`config.mk`:
```
export PLATFORM = sky130hd
export DESIGN_NAME = id3v2_frame_text_extractor
export DESIGN_NICKNAME = d
export VERILOG_FILES = /design/src/hdl/id3fx_pkg.sv /design/src/hdl/id3fx_in_reg.sv /design/src/hdl/id3fx_parser.sv /design/src/hdl/id3fx_out_reg.sv /design/src/hdl/id3v2_frame_text_extractor.sv
export VERILOG_INCLUDE_DIRS = /design/src /design/src/hdl
export SDC_FILE = /design/constraint.sdc
export NUM_CORES = 1
export LEC_CHECK = 0
export BUFFER_PORTS_ARGS = -buffer_cell sky130_fd_sc_hd__buf_4
export CORE_MARGIN = 4
export CORE_UTILIZATION = 63
export DETAILED_ROUTE_END_ITERATION = 7
export PLACE_DENSITY = 0.8
export SLEW_MARGIN = 20
export SYNTH_ARGS = -nofsm -noshare
export SYNTH_HDL_FRONTEND = slang
export SYNTH_HIERARCHICAL = 1
export SYNTH_SLANG_ARGS = --single-unit
export TNS_END_PERCENT = 30
```
`constraint.sdc`:
```
create_clock -name clk -period 4.9 [get_ports clk]
set_input_delay 0.49 -clock clk [delete_from_list [all_inputs] [get_ports clk]]
set_output_delay 0.49 -clock clk [all_outputs]
set_load 0.02 [all_outputs]
```
`src/hdl/id3v2_frame_text_extractor_macros.svh`:
```
// Assertion macros for the ID3v2 frame text extractor.
// Expects clk and arst_n in the scope of each use.
`ifndef ID3V2_FRAME_TEXT_EXTRACTOR_MACROS_SVH
`define ID3V2_FRAME_TEXT_EXTRACTOR_MACROS_SVH

// same-cycle implication
`define ID3FX_ASSERT_NOW(label, ante, cons, msg) \
	label: assert property (@(posedge clk) disable iff (!arst_n) (ante) |-> (cons)) \
		else $error(msg);

// next-cycle implication
`define ID3FX_ASSERT_NEXT(label, ante, cons, msg) \
	label: assert property (@(posedge clk) disable iff (!arst_n) (ante) |=> (cons)) \
		else $error(msg);

`endif

```
`src/hdl/id3fx_pkg.sv`:
```
// Shared types, codes and helper functions of the ID3v2 frame text extractor.
// No dependencies.
package id3fx_pkg;

	typedef enum logic [1:0] {
		PH_HDR,
		PH_FHDR,
		PH_PAYLOAD,
		PH_DONE
	} phase_t;

	localparam logic [2:0] FIELD_TITLE  = 3'd0;
	localparam logic [2:0] FIELD_ARTIST = 3'd1;
	localparam logic [2:0] FIELD_GENRE  = 3'd2;
	localparam logic [2:0] FIELD_BPM    = 3'd3;
	localparam logic [2:0] FIELD_KEY    = 3'd4;
	localparam logic [2:0] FIELD_NONE   = 3'd7;

	localparam logic [31:0] ID_TIT2 = 32'h5449_5432;
	localparam logic [31:0] ID_TPE1 = 32'h5450_4531;
	localparam logic [31:0] ID_TCON = 32'h5443_4F4E;
	localparam logic [31:0] ID_TBPM = 32'h5442_504D;
	localparam logic [31:0] ID_TKEY = 32'h544B_4559;

	localparam logic [7:0] CHAR_LOW  = 8'd32;
	localparam logic [7:0] CHAR_HIGH = 8'd127;
	localparam logic [3:0] HDR_LAST  = 4'd9;
	localparam logic [28:0] HDR_LEN  = 29'd10;

	typedef struct packed {
		logic [7:0] data_byte;
		logic       last_of_file;
	} in_item_t;

	typedef struct packed {
		logic [2:0] field_code;
		logic [6:0] char_code;
		logic       char_valid;
		logic       value_end;
		logic       value_abandoned;
	} out_item_t;

	function automatic logic [7:0] magic_byte(input logic [1:0] idx);
		logic [7:0] m;
		case (idx)
			2'd0: m = 8'h49;
			2'd1: m = 8'h44;
			2'd2: m = 8'h33;
			default: m = 8'h00;
		endcase
		return m;
	endfunction

	function automatic logic [2:0] field_of_ident(input logic [31:0] id);
		logic [2:0] f;
		case (id)
			ID_TIT2: f = FIELD_TITLE;
			ID_TPE1: f = FIELD_ARTIST;
			ID_TCON: f = FIELD_GENRE;
			ID_TBPM: f = FIELD_BPM;
			ID_TKEY: f = FIELD_KEY;
			default: f = FIELD_NONE;
		endcase
		return f;
	endfunction

endpackage

```
`src/hdl/id3fx_in_reg.sv`:
```
// Input register stage of the ID3v2 frame text extractor.
// Depends on id3fx_pkg.
module id3fx_in_reg
	import id3fx_pkg::*;
(
	input  logic     clk,
	input  logic     arst_n,
	input  logic     valid,
	output logic     stall,
	input  in_item_t item,
	input  logic     adv,
	output logic     valid_s1,
	output in_item_t item_s1
);

	logic vld_s1;

	assign stall    = vld_s1 && !adv;
	assign valid_s1 = vld_s1;

	always_ff @(posedge clk or negedge arst_n) begin
		if (!arst_n) begin
			vld_s1 <= 1'b0;
		end else if (!stall) begin
			vld_s1 <= valid;
		end
	end

	always_ff @(posedge clk) begin
		if (!stall && valid) begin
			item_s1 <= item;
		end
	end

endmodule

```
`src/hdl/id3fx_parser.sv`:
```
// Tag and frame header parser with text extraction for one byte per cycle while adv is high.
// Depends on id3fx_pkg and the assertion macro header.
`include "id3v2_frame_text_extractor_macros.svh"
module id3fx_parser
	import id3fx_pkg::*;
(
	input  logic      clk,
	input  logic      arst_n,
	input  logic      adv,
	input  in_item_t  item,
	output logic      res_valid,
	output out_item_t res
);

	phase_t      phase_q, phase_n;
	logic [3:0]  hcnt_q, hcnt_n;
	logic [27:0] tag_len_q, tag_len_n;
	logic [31:0] pos_q, pos_n;
	logic [31:0] ident_q, ident_n;
	logic [27:0] flen_q, flen_n;
	logic [27:0] rem_q, rem_n;
	logic [2:0]  field_q, field_n;
	logic        stop_q, stop_n;
	logic        cv;
	logic        tag_over;
	logic [7:0]  b;

	assign b        = item.data_byte;
	assign tag_over = pos_q >= {3'b000, HDR_LEN + {1'b0, tag_len_q}};

	always_comb begin
		phase_n   = phase_q;
		hcnt_n    = hcnt_q;
		tag_len_n = tag_len_q;
		pos_n     = pos_q + 32'd1;
		ident_n   = ident_q;
		flen_n    = flen_q;
		rem_n     = rem_q;
		field_n   = field_q;
		stop_n    = stop_q;
		cv        = 1'b0;
		case (phase_q)
			PH_HDR: begin
				if (hcnt_q < 4'd3 && b != magic_byte(hcnt_q[1:0])) begin
					phase_n = PH_DONE;
				end else begin
					if (hcnt_q >= 4'd6) begin
						tag_len_n = {tag_len_q[20:0], b[6:0]};
					end
					if (hcnt_q >= HDR_LAST) begin
						hcnt_n  = 4'd0;
						phase_n = PH_FHDR;
					end else begin
						hcnt_n = hcnt_q + 4'd1;
					end
				end
			end
			PH_FHDR: begin
				if (hcnt_q == 4'd0 && (tag_over || b == 8'd0)) begin
					phase_n = PH_DONE;
				end else begin
					if (hcnt_q < 4'd4) begin
						ident_n = {ident_q[23:0], b};
					end else if (hcnt_q < 4'd8) begin
						flen_n = {flen_q[20:0], b[6:0]};
					end
					if (hcnt_q >= HDR_LAST) begin
						hcnt_n  = 4'd0;
						field_n = field_of_ident(ident_q);
						stop_n  = 1'b0;
						if (flen_q != 28'd0) begin
							rem_n   = flen_q;
							phase_n = PH_PAYLOAD;
						end
					end else begin
						hcnt_n = hcnt_q + 4'd1;
					end
				end
			end
			PH_PAYLOAD: begin
				rem_n = rem_q - 28'd1;
				if (field_q != FIELD_NONE && rem_q != flen_q && !stop_q) begin
					if (b == 8'd0) begin
						stop_n = 1'b1;
					end else if (b >= CHAR_LOW && b < CHAR_HIGH) begin
						cv = 1'b1;
					end
				end
				if (rem_n == 28'd0) begin
					phase_n = PH_FHDR;
				end
			end
			default: begin
			end
		endcase
	end

	always_comb begin
		res_valid = 1'b0;
		res       = '{field_code: field_n, char_code: 7'd0, char_valid: 1'b0,
			value_end: 1'b0, value_abandoned: 1'b0};
		case (phase_q)
			PH_FHDR: begin
				if (hcnt_q >= HDR_LAST && flen_q == 28'd0 && field_n != FIELD_NONE) begin
					res_valid     = 1'b1;
					res.value_end = 1'b1;
				end
			end
			PH_PAYLOAD: begin
				if (rem_n == 28'd0) begin
					res_valid      = field_q != FIELD_NONE;
					res.value_end  = 1'b1;
					res.char_valid = cv;
					res.char_code  = cv ? b[6:0] : 7'd0;
				end else if (cv) begin
					res_valid      = 1'b1;
					res.char_valid = 1'b1;
					res.char_code  = b[6:0];
				end
			end
			default: begin
			end
		endcase
		if (item.last_of_file && phase_n == PH_PAYLOAD && field_n != FIELD_NONE) begin
			res_valid           = 1'b1;
			res.char_code       = 7'd0;
			res.char_valid      = 1'b0;
			res.value_end       = 1'b0;
			res.value_abandoned = 1'b1;
		end
	end

	always_ff @(posedge clk or negedge arst_n) begin
		if (!arst_n) begin
			phase_q   <= PH_HDR;
			hcnt_q    <= 4'd0;
			tag_len_q <= 28'd0;
			pos_q     <= 32'd0;
			ident_q   <= 32'd0;
			flen_q    <= 28'd0;
			rem_q     <= 28'd0;
			field_q   <= 3'd0;
			stop_q    <= 1'b0;
		end else if (adv) begin
			if (item.last_of_file) begin
				phase_q   <= PH_HDR;
				hcnt_q    <= 4'd0;
				tag_len_q <= 28'd0;
				pos_q     <= 32'd0;
				ident_q   <= 32'd0;
				flen_q    <= 28'd0;
				rem_q     <= 28'd0;
				field_q   <= 3'd0;
				stop_q    <= 1'b0;
			end else begin
				phase_q   <= phase_n;
				hcnt_q    <= hcnt_n;
				tag_len_q <= tag_len_n;
				pos_q     <= pos_n;
				ident_q   <= ident_n;
				flen_q    <= flen_n;
				rem_q     <= rem_n;
				field_q   <= field_n;
				stop_q    <= stop_n;
			end
		end
	end

	`ID3FX_ASSERT_NEXT(a_eof_resets, adv && item.last_of_file,
		phase_q == PH_HDR && hcnt_q == 4'd0 && pos_q == 32'd0, "state not cleared after end of file")
	`ID3FX_ASSERT_NEXT(a_done_holds, adv && !item.last_of_file && phase_q == PH_DONE,
		phase_q == PH_DONE, "parser left the done phase before end of file")
	`ID3FX_ASSERT_NOW(a_abandon_eof, res_valid && res.value_abandoned,
		item.last_of_file && !res.char_valid && !res.value_end, "abandon without end of file")
	`ID3FX_ASSERT_NOW(a_char_zero, res_valid && !res.char_valid,
		res.char_code == 7'd0, "character code set without a character")

endmodule

```
`src/hdl/id3fx_out_reg.sv`:
```
// Result register of the ID3v2 frame text extractor; holds an item under stall.
// Depends on id3fx_pkg.
module id3fx_out_reg
	import id3fx_pkg::*;
(
	input  logic      clk,
	input  logic      arst_n,
	input  logic      load,
	input  out_item_t load_item,
	output logic      valid,
	input  logic      stall,
	output out_item_t item
);

	logic vld_q;

	assign valid = vld_q;

	always_ff @(posedge clk or negedge arst_n) begin
		if (!arst_n) begin
			vld_q <= 1'b0;
		end else if (load) begin
			vld_q <= 1'b1;
		end else if (!stall) begin
			vld_q <= 1'b0;
		end
	end

	always_ff @(posedge clk) begin
		if (load) begin
			item <= load_item;
		end
	end

endmodule

```
`src/hdl/id3v2_frame_text_extractor.sv`:
```
// ID3v2 frame text extractor, top level.
// Depends on id3fx_pkg, id3fx_in_reg, id3fx_parser and id3fx_out_reg.
//
// Usage:
//   byte_valid / byte_stall / byte_item carry the file one byte per item, from
//   offset zero; last_of_file marks the final byte and returns the parser to
//   the tag header phase for the next file.
//   text_valid / text_stall / text_item carry the extracted characters, each
//   tagged with its field code, plus value end and value abandoned marks.
//   Most bytes give no result item.
// Timing:
//   One byte is accepted per cycle while byte_stall is low. A byte is held in
//   the input register, and its result, if any, is loaded into the result
//   register when the parse step advances, which raises text_valid.
//   The parse step is counter and compare logic on the state registers, so
//   the rate is one byte per cycle while the receiver takes results.
// Reset and stall:
//   arst_n clears all parser state and both valid flags at once.
//   While a result waits under text_stall, the byte in the input register
//   waits too and byte_stall rises once that register is full.
module id3v2_frame_text_extractor
	import id3fx_pkg::*;
(
	input  logic      clk,
	input  logic      arst_n,
	input  logic      byte_valid,
	output logic      byte_stall,
	input  in_item_t  byte_item,
	output logic      text_valid,
	input  logic      text_stall,
	output out_item_t text_item
);

	logic      adv;
	logic      valid_s1;
	in_item_t  item_s1;
	logic      res_valid;
	out_item_t res;

	assign adv = valid_s1 && (!text_valid || !text_stall);

	id3fx_in_reg u_in (
		.clk      (clk),
		.arst_n   (arst_n),
		.valid    (byte_valid),
		.stall    (byte_stall),
		.item     (byte_item),
		.adv      (adv),
		.valid_s1 (valid_s1),
		.item_s1  (item_s1)
	);

	id3fx_parser u_parser (
		.clk       (clk),
		.arst_n    (arst_n),
		.adv       (adv),
		.item      (item_s1),
		.res_valid (res_valid),
		.res       (res)
	);

	id3fx_out_reg u_out (
		.clk       (clk),
		.arst_n    (arst_n),
		.load      (adv && res_valid),
		.load_item (res),
		.valid     (text_valid),
		.stall     (text_stall),
		.item      (text_item)
	);

endmodule

```
# Word level (Yosys, flattened, before mapping)
# Cells that the tools add are included.
# totals
ff_bits,182
in_bits,13
elab_cells,157
output_inout_bits,15
# op_classes
addsub,4
reduce_logical,41
eq_ne,23
n_lt_le_gt_ge,8
bitwise,1
n_mux,62
# op_table
op,n
$mux W28,13
$eq A32 B31 Y1 const B,5
$mux W32,5
$logic_not A28 Y1,3
$pmux W28 S2,1
$add A32 B1 Y32 const B,1
$ge A32 B29 Y1,1
$add A4 B28 Y29 const A,1
$ne A28 B28 Y1,1
$reduce_bool A28 Y1,1
$sub A28 B1 Y28 const B,1
$mux W8,3
$pmux W7 S3,1
$mux W1,17
$mux W4,4
$pmux W3 S5,1
$mux W2,7
$logic_and A1 B1 Y1,13
$mux W3,4
$ne A3 B3 Y1 const B,4
$reduce_and A4 Y1,3
$reduce_bool A2 Y1,5
$ne A3 B2 Y1 const B,3
$ge A8 B6 Y1 const B,1
other kinds (26),40

# Longest topological paths before layout
# logic_depth
ltp_word,13
depth_mapped,21
ltp_nobuf,20

# Cells and area by module
# The synthesis kept the hierarchy.
# by_module_without_submodules
mod,instances,seq_area_each_um2,area_per_inst_um2,cells_per_inst
id3fx_parser,1,3953.8,10266.1,1215
id3fx_out_reg,1,415.4,422.9,15
id3fx_in_reg,1,295.3,327.8,14
id3v2_frame_text_extractor,1,0.0,17.5,2

# Worst setup path after synthesis
# Ideal clock, no wire load.
# synth_timing
path_type,reg2reg
startpoint,register u_parser.tag_len_q[1]
endpoint,register u_out/item[0] (netlist name) (enable)
t_arrival_ns,4.075
stages_incl_launch_ff,21
synth_period_minus_slack_ns,4.440
n_path_buf,1
t_required_ns,4.535
setup_slack_ns,0.460
setup_ns,0.365
path_cell_list,dfrtp_1 -> ha_1 -> nor2_1 -> nor2_1 -> and3_1 -> and4_1 -> and3_1 -> nand3_1 -> xor2_1 -> ha_1 -> a21o_1 -> a211oi_1 -> o211ai_1 -> a211oi_1 -> o22ai_1 -> o21ai_0 -> o2111ai_1 -> o21ba_2 -> buf_2 -> a311o_1 -> and2_1
# synth_via
elab_chain_cells,12
word_cells_on_any_way,21
cone_classes,add/sub: 1; order compare: 1; eq/ne: 2; mux: 10; reduce/logical: 7
# synth_rtl
item,line_no,source
start: declaration,id3fx_parser.sv:17,"logic [27:0] tag_len_q, tag_len_n;"
start signal: assignment,id3fx_parser.sv:158,tag_len_q <= tag_len_n;
$add A4 B28 Y29 (*),id3fx_parser.sv:29,"assign tag_over = pos_q >= {3'b000, HDR_LEN + {1'b0, tag_len_q}};"
$ge A32 B29 Y1 (*),id3fx_parser.sv:29,
$logic_or A1 B1 Y1 (*),id3fx_parser.sv:59,if (hcnt_q == 4'd0 && (tag_over || b == 8'd0)) begin
$logic_and A1 B1 Y1 (*),id3fx_parser.sv:59,
"parallel branches: the longest is 6 deep, another holds $mux W28",--,
$mux W1 (*),id3fx_parser.sv:124,if (item.last_of_file && phase_n == PH_PAYLOAD && field_n != FIELD_NONE) begin
named net res_valid,id3v2_frame_text_extractor.sv:37,logic res_valid;
$logic_and A1 B1 Y1 (*),id3v2_frame_text_extractor.sv:65,".load (adv && res_valid),"
end signal: assignment,id3fx_out_reg.sv:31,item <= load_item;
end: declaration,id3fx_out_reg.sv:12,output out_item_t item
# Mark *: on every way through the listed nets, which the timed path passes.
# A chain may end at the register's enable or synchronous reset.

# Worst setup path in the final report
# layout_timing
startpoint,register u_parser.tag_len_q[1]
endpoint,"register u_out.vld_q, in the netlist u_out/valid"
# layout_via
elab_chain_cells,13
word_cells_on_any_way,23
cone_classes,add/sub: 1; order compare: 1; eq/ne: 3; mux: 11; reduce/logical: 7
# layout_rtl
item,line_no,source
$add A4 B28 Y29 (*),id3fx_parser.sv:29,
$ge A32 B29 Y1 (*),id3fx_parser.sv:29,
$logic_or A1 B1 Y1 (*),id3fx_parser.sv:59,
$logic_and A1 B1 Y1 (*),id3fx_parser.sv:59,
"parallel branches: the longest is 6 deep, another holds $mux W28",--,
$mux W1 (*),id3fx_parser.sv:124,
named net res_valid,id3v2_frame_text_extractor.sv:37,
$logic_and A1 B1 Y1 (*),id3v2_frame_text_extractor.sv:65,
$ne A2 B1 Y1 (no source line) / $mux W1 (equally long branches),--,
end signal: assignment,id3fx_out_reg.sv:21,vld_q <= 1'b0;
end signal: assignment,id3fx_out_reg.sv:23,vld_q <= 1'b1;
end signal: assignment,id3fx_out_reg.sv:25,vld_q <= 1'b0;
end: declaration,id3fx_out_reg.sv:15,logic vld_q;
# Marks and branches as above.

==> results.py <==
metrics = {
    "outcome": {
        "outcome": "finished, final reports clean",
    },
    "timing": {
        "fin_crit_ns": 4.654,
        "rsz0062_at_grt": "no",
        "setup-tns-final_ns": 0,
        "setup_viol": 0,
        "finalHoldViolCount": 0,
        "tightest_slew_ns": 1.076,
        "fin_ws_ns": 0.2457,
        "relSlewSlack": 0.2823,
        "fin_skew_ns": 0.01227,
        "slew_viol_final": 0,
        "max_freq_mhz": 214.9,
        "whs_ns": 0.09851,
        "fin_crit_sh": 0.9499,
    },
    "critical_path": {
        "slowest_delay_ns": 0.42,
        "reg2reg_to": "u_out/valid",
        "arrival_ns": 4.99,
        "worstRegToRegCells": 19,
        "critPathBufInv": 0,
        "rrSetupSlack_ns": 0.25,
        "slowest_stage": "dfrtp_1",
        "setup.worst_path.end_class": "register",
        "r2r_start": "u_parser/tag_len_q[1]",
        "worstSetupPathType": "register to register",
        "critPathLaunchType": "register",
        "critPathTopFamily": "simple AND/OR/NAND/NOR gates",
        "path_cells": "a21oi_1 -> nor2_1 -> and3_1 -> and4_1 -> and3_1 -> nand2_1 -> xor2_1 -> ha_1 -> and3_1 -> nand4_1 -> or3_1 -> or2_0 -> o22ai_2 -> o21a_1 -> a21oi_1 -> o21ba_2 -> a311o_1 -> and2_2 -> a21o_1",
        "crit_required_ns": 5.23,
        "cp_max_fo": 14,
        "worst_path_most_repeated_cell": "and3_1",
    },
    "power": {
        "p_int_mw": 3.819,
        "p_sw_frac": 0.4447,
        "ir_worst_vdd_mv": 0.3204,
        "pwr-share-clk": 0.199,
        "combPwrFrac": 0.471,
        "p_seq_frac": 0.330,
        "power_mw": 6.878,
        "power_leakage_nw": 5.232,
        "p_switching_mw": 3.059,
        "power_density_mw_per_mm2": 569.4,
    },
    "placement": {
        "post-place-ws_ns": 0.08753,
        "hpwl_um": 21070,
        "numPortBuffers": 27,
        "place.gp.congestion": 1.084,
    },
    "die": {
        "die-height_um": 140.3,
        "die_width_um": 140.3,
        "io_pins": 28,
        "num_rows": 48,
        "core_region_area_mm2": 0.01724,
        "design.die.area_mm2": 0.01970,
        "initial_core_util": 0.6402,
    },
    "clock_network": {
        "cts.sinks": 182,
        "cts_tree": "built",
        "cts-buffers-inserted": 17,
        "htreeDepth": 4,
        "root_buffer": "clkbuf_16",
        "cts_buffer_depth": 2,
        "path_clk_slew_ns": 0.07,
        "cts_setup_buffers": 0,
        "insertion_delay_ns": 0.44,
    },
    "synth": {
        "synthTopCellsByArea": "dfrtp_1 (36%), o21ai_0 (6.5%), edfxtp_1 (6.0%)",
        "syn-cell-area_mm2": 0.01103,
        "syn_area_per_cell_um2": 8.856,
        "synthArstFlopShare": 0.8791,
        "netlist_instances": 1246,
        "yosys-top-cells-count": "nand2_1 (173), dfrtp_1 (160), o21ai_0 (144), nand2b_1 (82), nor2_1 (82)",
        "synth.distinct_cells": 83,
        "synth-edff-count": 22,
        "seq_area_frac_synth": 0.4227,
        "netlist.area_leader.share": 0.3629,
        "synth_most_common_cell": "nand2_1",
        "synth.largest_area_cell": "dfrtp_1",
        "ys_seq_elements": 182,
        "synthFlopType": "dfrtp_1",
        "yosys_warnings": 6,
        "synth_fp_nets": 1300,
    },
    "cells_and_area": {
        "post-route-util": 0.7008,
        "diodes": 0,
        "nets": 1296,
        "drive_above_1_share": 0.08446,
        "multiInputGateArea_mm2": 0.006028,
        "syn_to_final_growth_pct": 9.468,
        "regArea_mm2": 0.004664,
        "fill_cells": 1331,
    },
    "drt": {
        "post-route-drc-count": 0,
        "drtPass1Iterations": 6,
        "wl_um": 29860,
        "ant_nets": 0,
        "via_count": 9538,
        "detail_route.iter0.violations": 1142,
        "viasPerCell": 6.445,
        "routedWlPerCell_um": 20.18,
    },
    "global_route": {
        "gr-total-overflow": 0,
        "grt_max_degree": 92,
        "grtUsageTotal": 0.3082,
        "grt_pass1_vias": 9049,
        "antenna_found_initial": 1,
        "grt_pass1_wl_um": 48560,
    },
    "worst_hold_path": {
        "hold_class": "input pin to asynchronous set/reset pin",
    },
    "flow_run": {
        "drv_cap": 0,
    },
}
[timing repair]
action,4_1_cts,5_1_grt
endpoints found under the setup margin,0,46
hold buffers,0,0
gates resized for setup,0,6
[state kept, by name (all words and copies together) (netlist names), 2 cells and up]
signal / count
u_parser/hcnt_q: 4
u_parser/tag_len_q: 28
u_parser/rem_q: 28
u_parser/phase_q: 2
u_in/item_s1: 9
u_parser/pos_q: 32
u_parser/flen_q: 28
u_out/item: 13
u_parser/field_q: 3
u_parser/ident_q: 32
[placed cells by master, fill, tap and decap left out, types with 5 or more instances in the layout]
cell,netlist,final
and4_1,12,12
nand2b_1,82,82
o21ai_0,144,141
and3_1,22,22
nor4_1,20,20
o2bb2ai_1,8,8
nor2_1,82,82
nand2_1,173,173
nand3_1,37,37
a221oi_1,5,5
a21o_1,12,12
xor2_1,63,63
o21a_1,5,5
o22ai_1,6,5
or3_1,10,10
clkbuf_16,0,17
dfrtp_1,160,160
inv_1,23,23
edfxtp_1,22,22
nand4_1,32,32
a21oi_1,31,31
nor3b_1,6,6
xnor2_1,29,29
a211oi_1,6,5
buf_4,1,45
ha_1,41,41
a22o_1,11,11
nor3_1,31,31
inv_6,0,5
[cells by family (layout without fill, tap and decap cells)]
group,Yosys count,after routing,share of synthesized area
fa+ha+maj,41,41,0.04649
compound gates,285,285,0.1602
simple gates,546,546,0.2590
mux,3,3,0.002835
buf+inv,97,106,0.03572
xor+xnor,92,92,0.07302
flops,182,182,0.4227
[through the flow]
stage,area (um^2),instances
2_1_floorplan,11030,1246
3_3_place_gp,11400,1445
3_5_place_dp,11430,1446
4_1_cts,12010,1478
5_1_grt,12080,1480
6_report,12080,1480
[final cells by class]
class,instances,share of cell area
Multi-Input combinational cell,967,0.4991
Sequential cell,182,0.3862
Clock buffer,18,0.03636
Timing Repair Buffer,49,0.03574
Tap cell,225,0.02331
Clock inverter,14,0.01160
Inverter,25,0.007769
[power by group through the flow]
stage	registers, mW	logic [mW]	clock network (mW)
finish	2.27	3.24	1.37
detailed placement	2.27	3.10	0
global placement	2.27	3.05	0
floorplan	2.11	2.36	0
global route	2.31	3.52	1.45
CTS	2.25	3.12	1.38
[layer usage]
layer | vias to the layer above | wire length [um] | GRT usage
met2 | 486 | 13000 | 0.4506
met4 | 2 | 991 | 0.1178
met5 | - | 8 | 0
met3 | 94 | 3065 | 0.08501
met1 | 4538 | 12790 | 0.4399
li1 | 4418 | - | -
[how the worst max path moves through the flow]
| stage | startpoint | end | depth (start not counted) |
|---|---|---|---|
| after floorplan | u_parser/tag_len_q[1] | u_out/item[0] | 20 |
| after global placement | u_parser/tag_len_q[1] | u_parser/ident_q[28] | 19 |
| after detailed placement | u_parser/tag_len_q[1] | u_out/item[10] | 18 |
| after CTS | u_parser/tag_len_q[1] | u_out/item[9] | 18 |
| after global routing | u_parser/tag_len_q[1] | u_out/valid | 19 |
| final | u_parser/tag_len_q[1] | u_out/valid | 19 |
(Power assumes the default switching activity.)
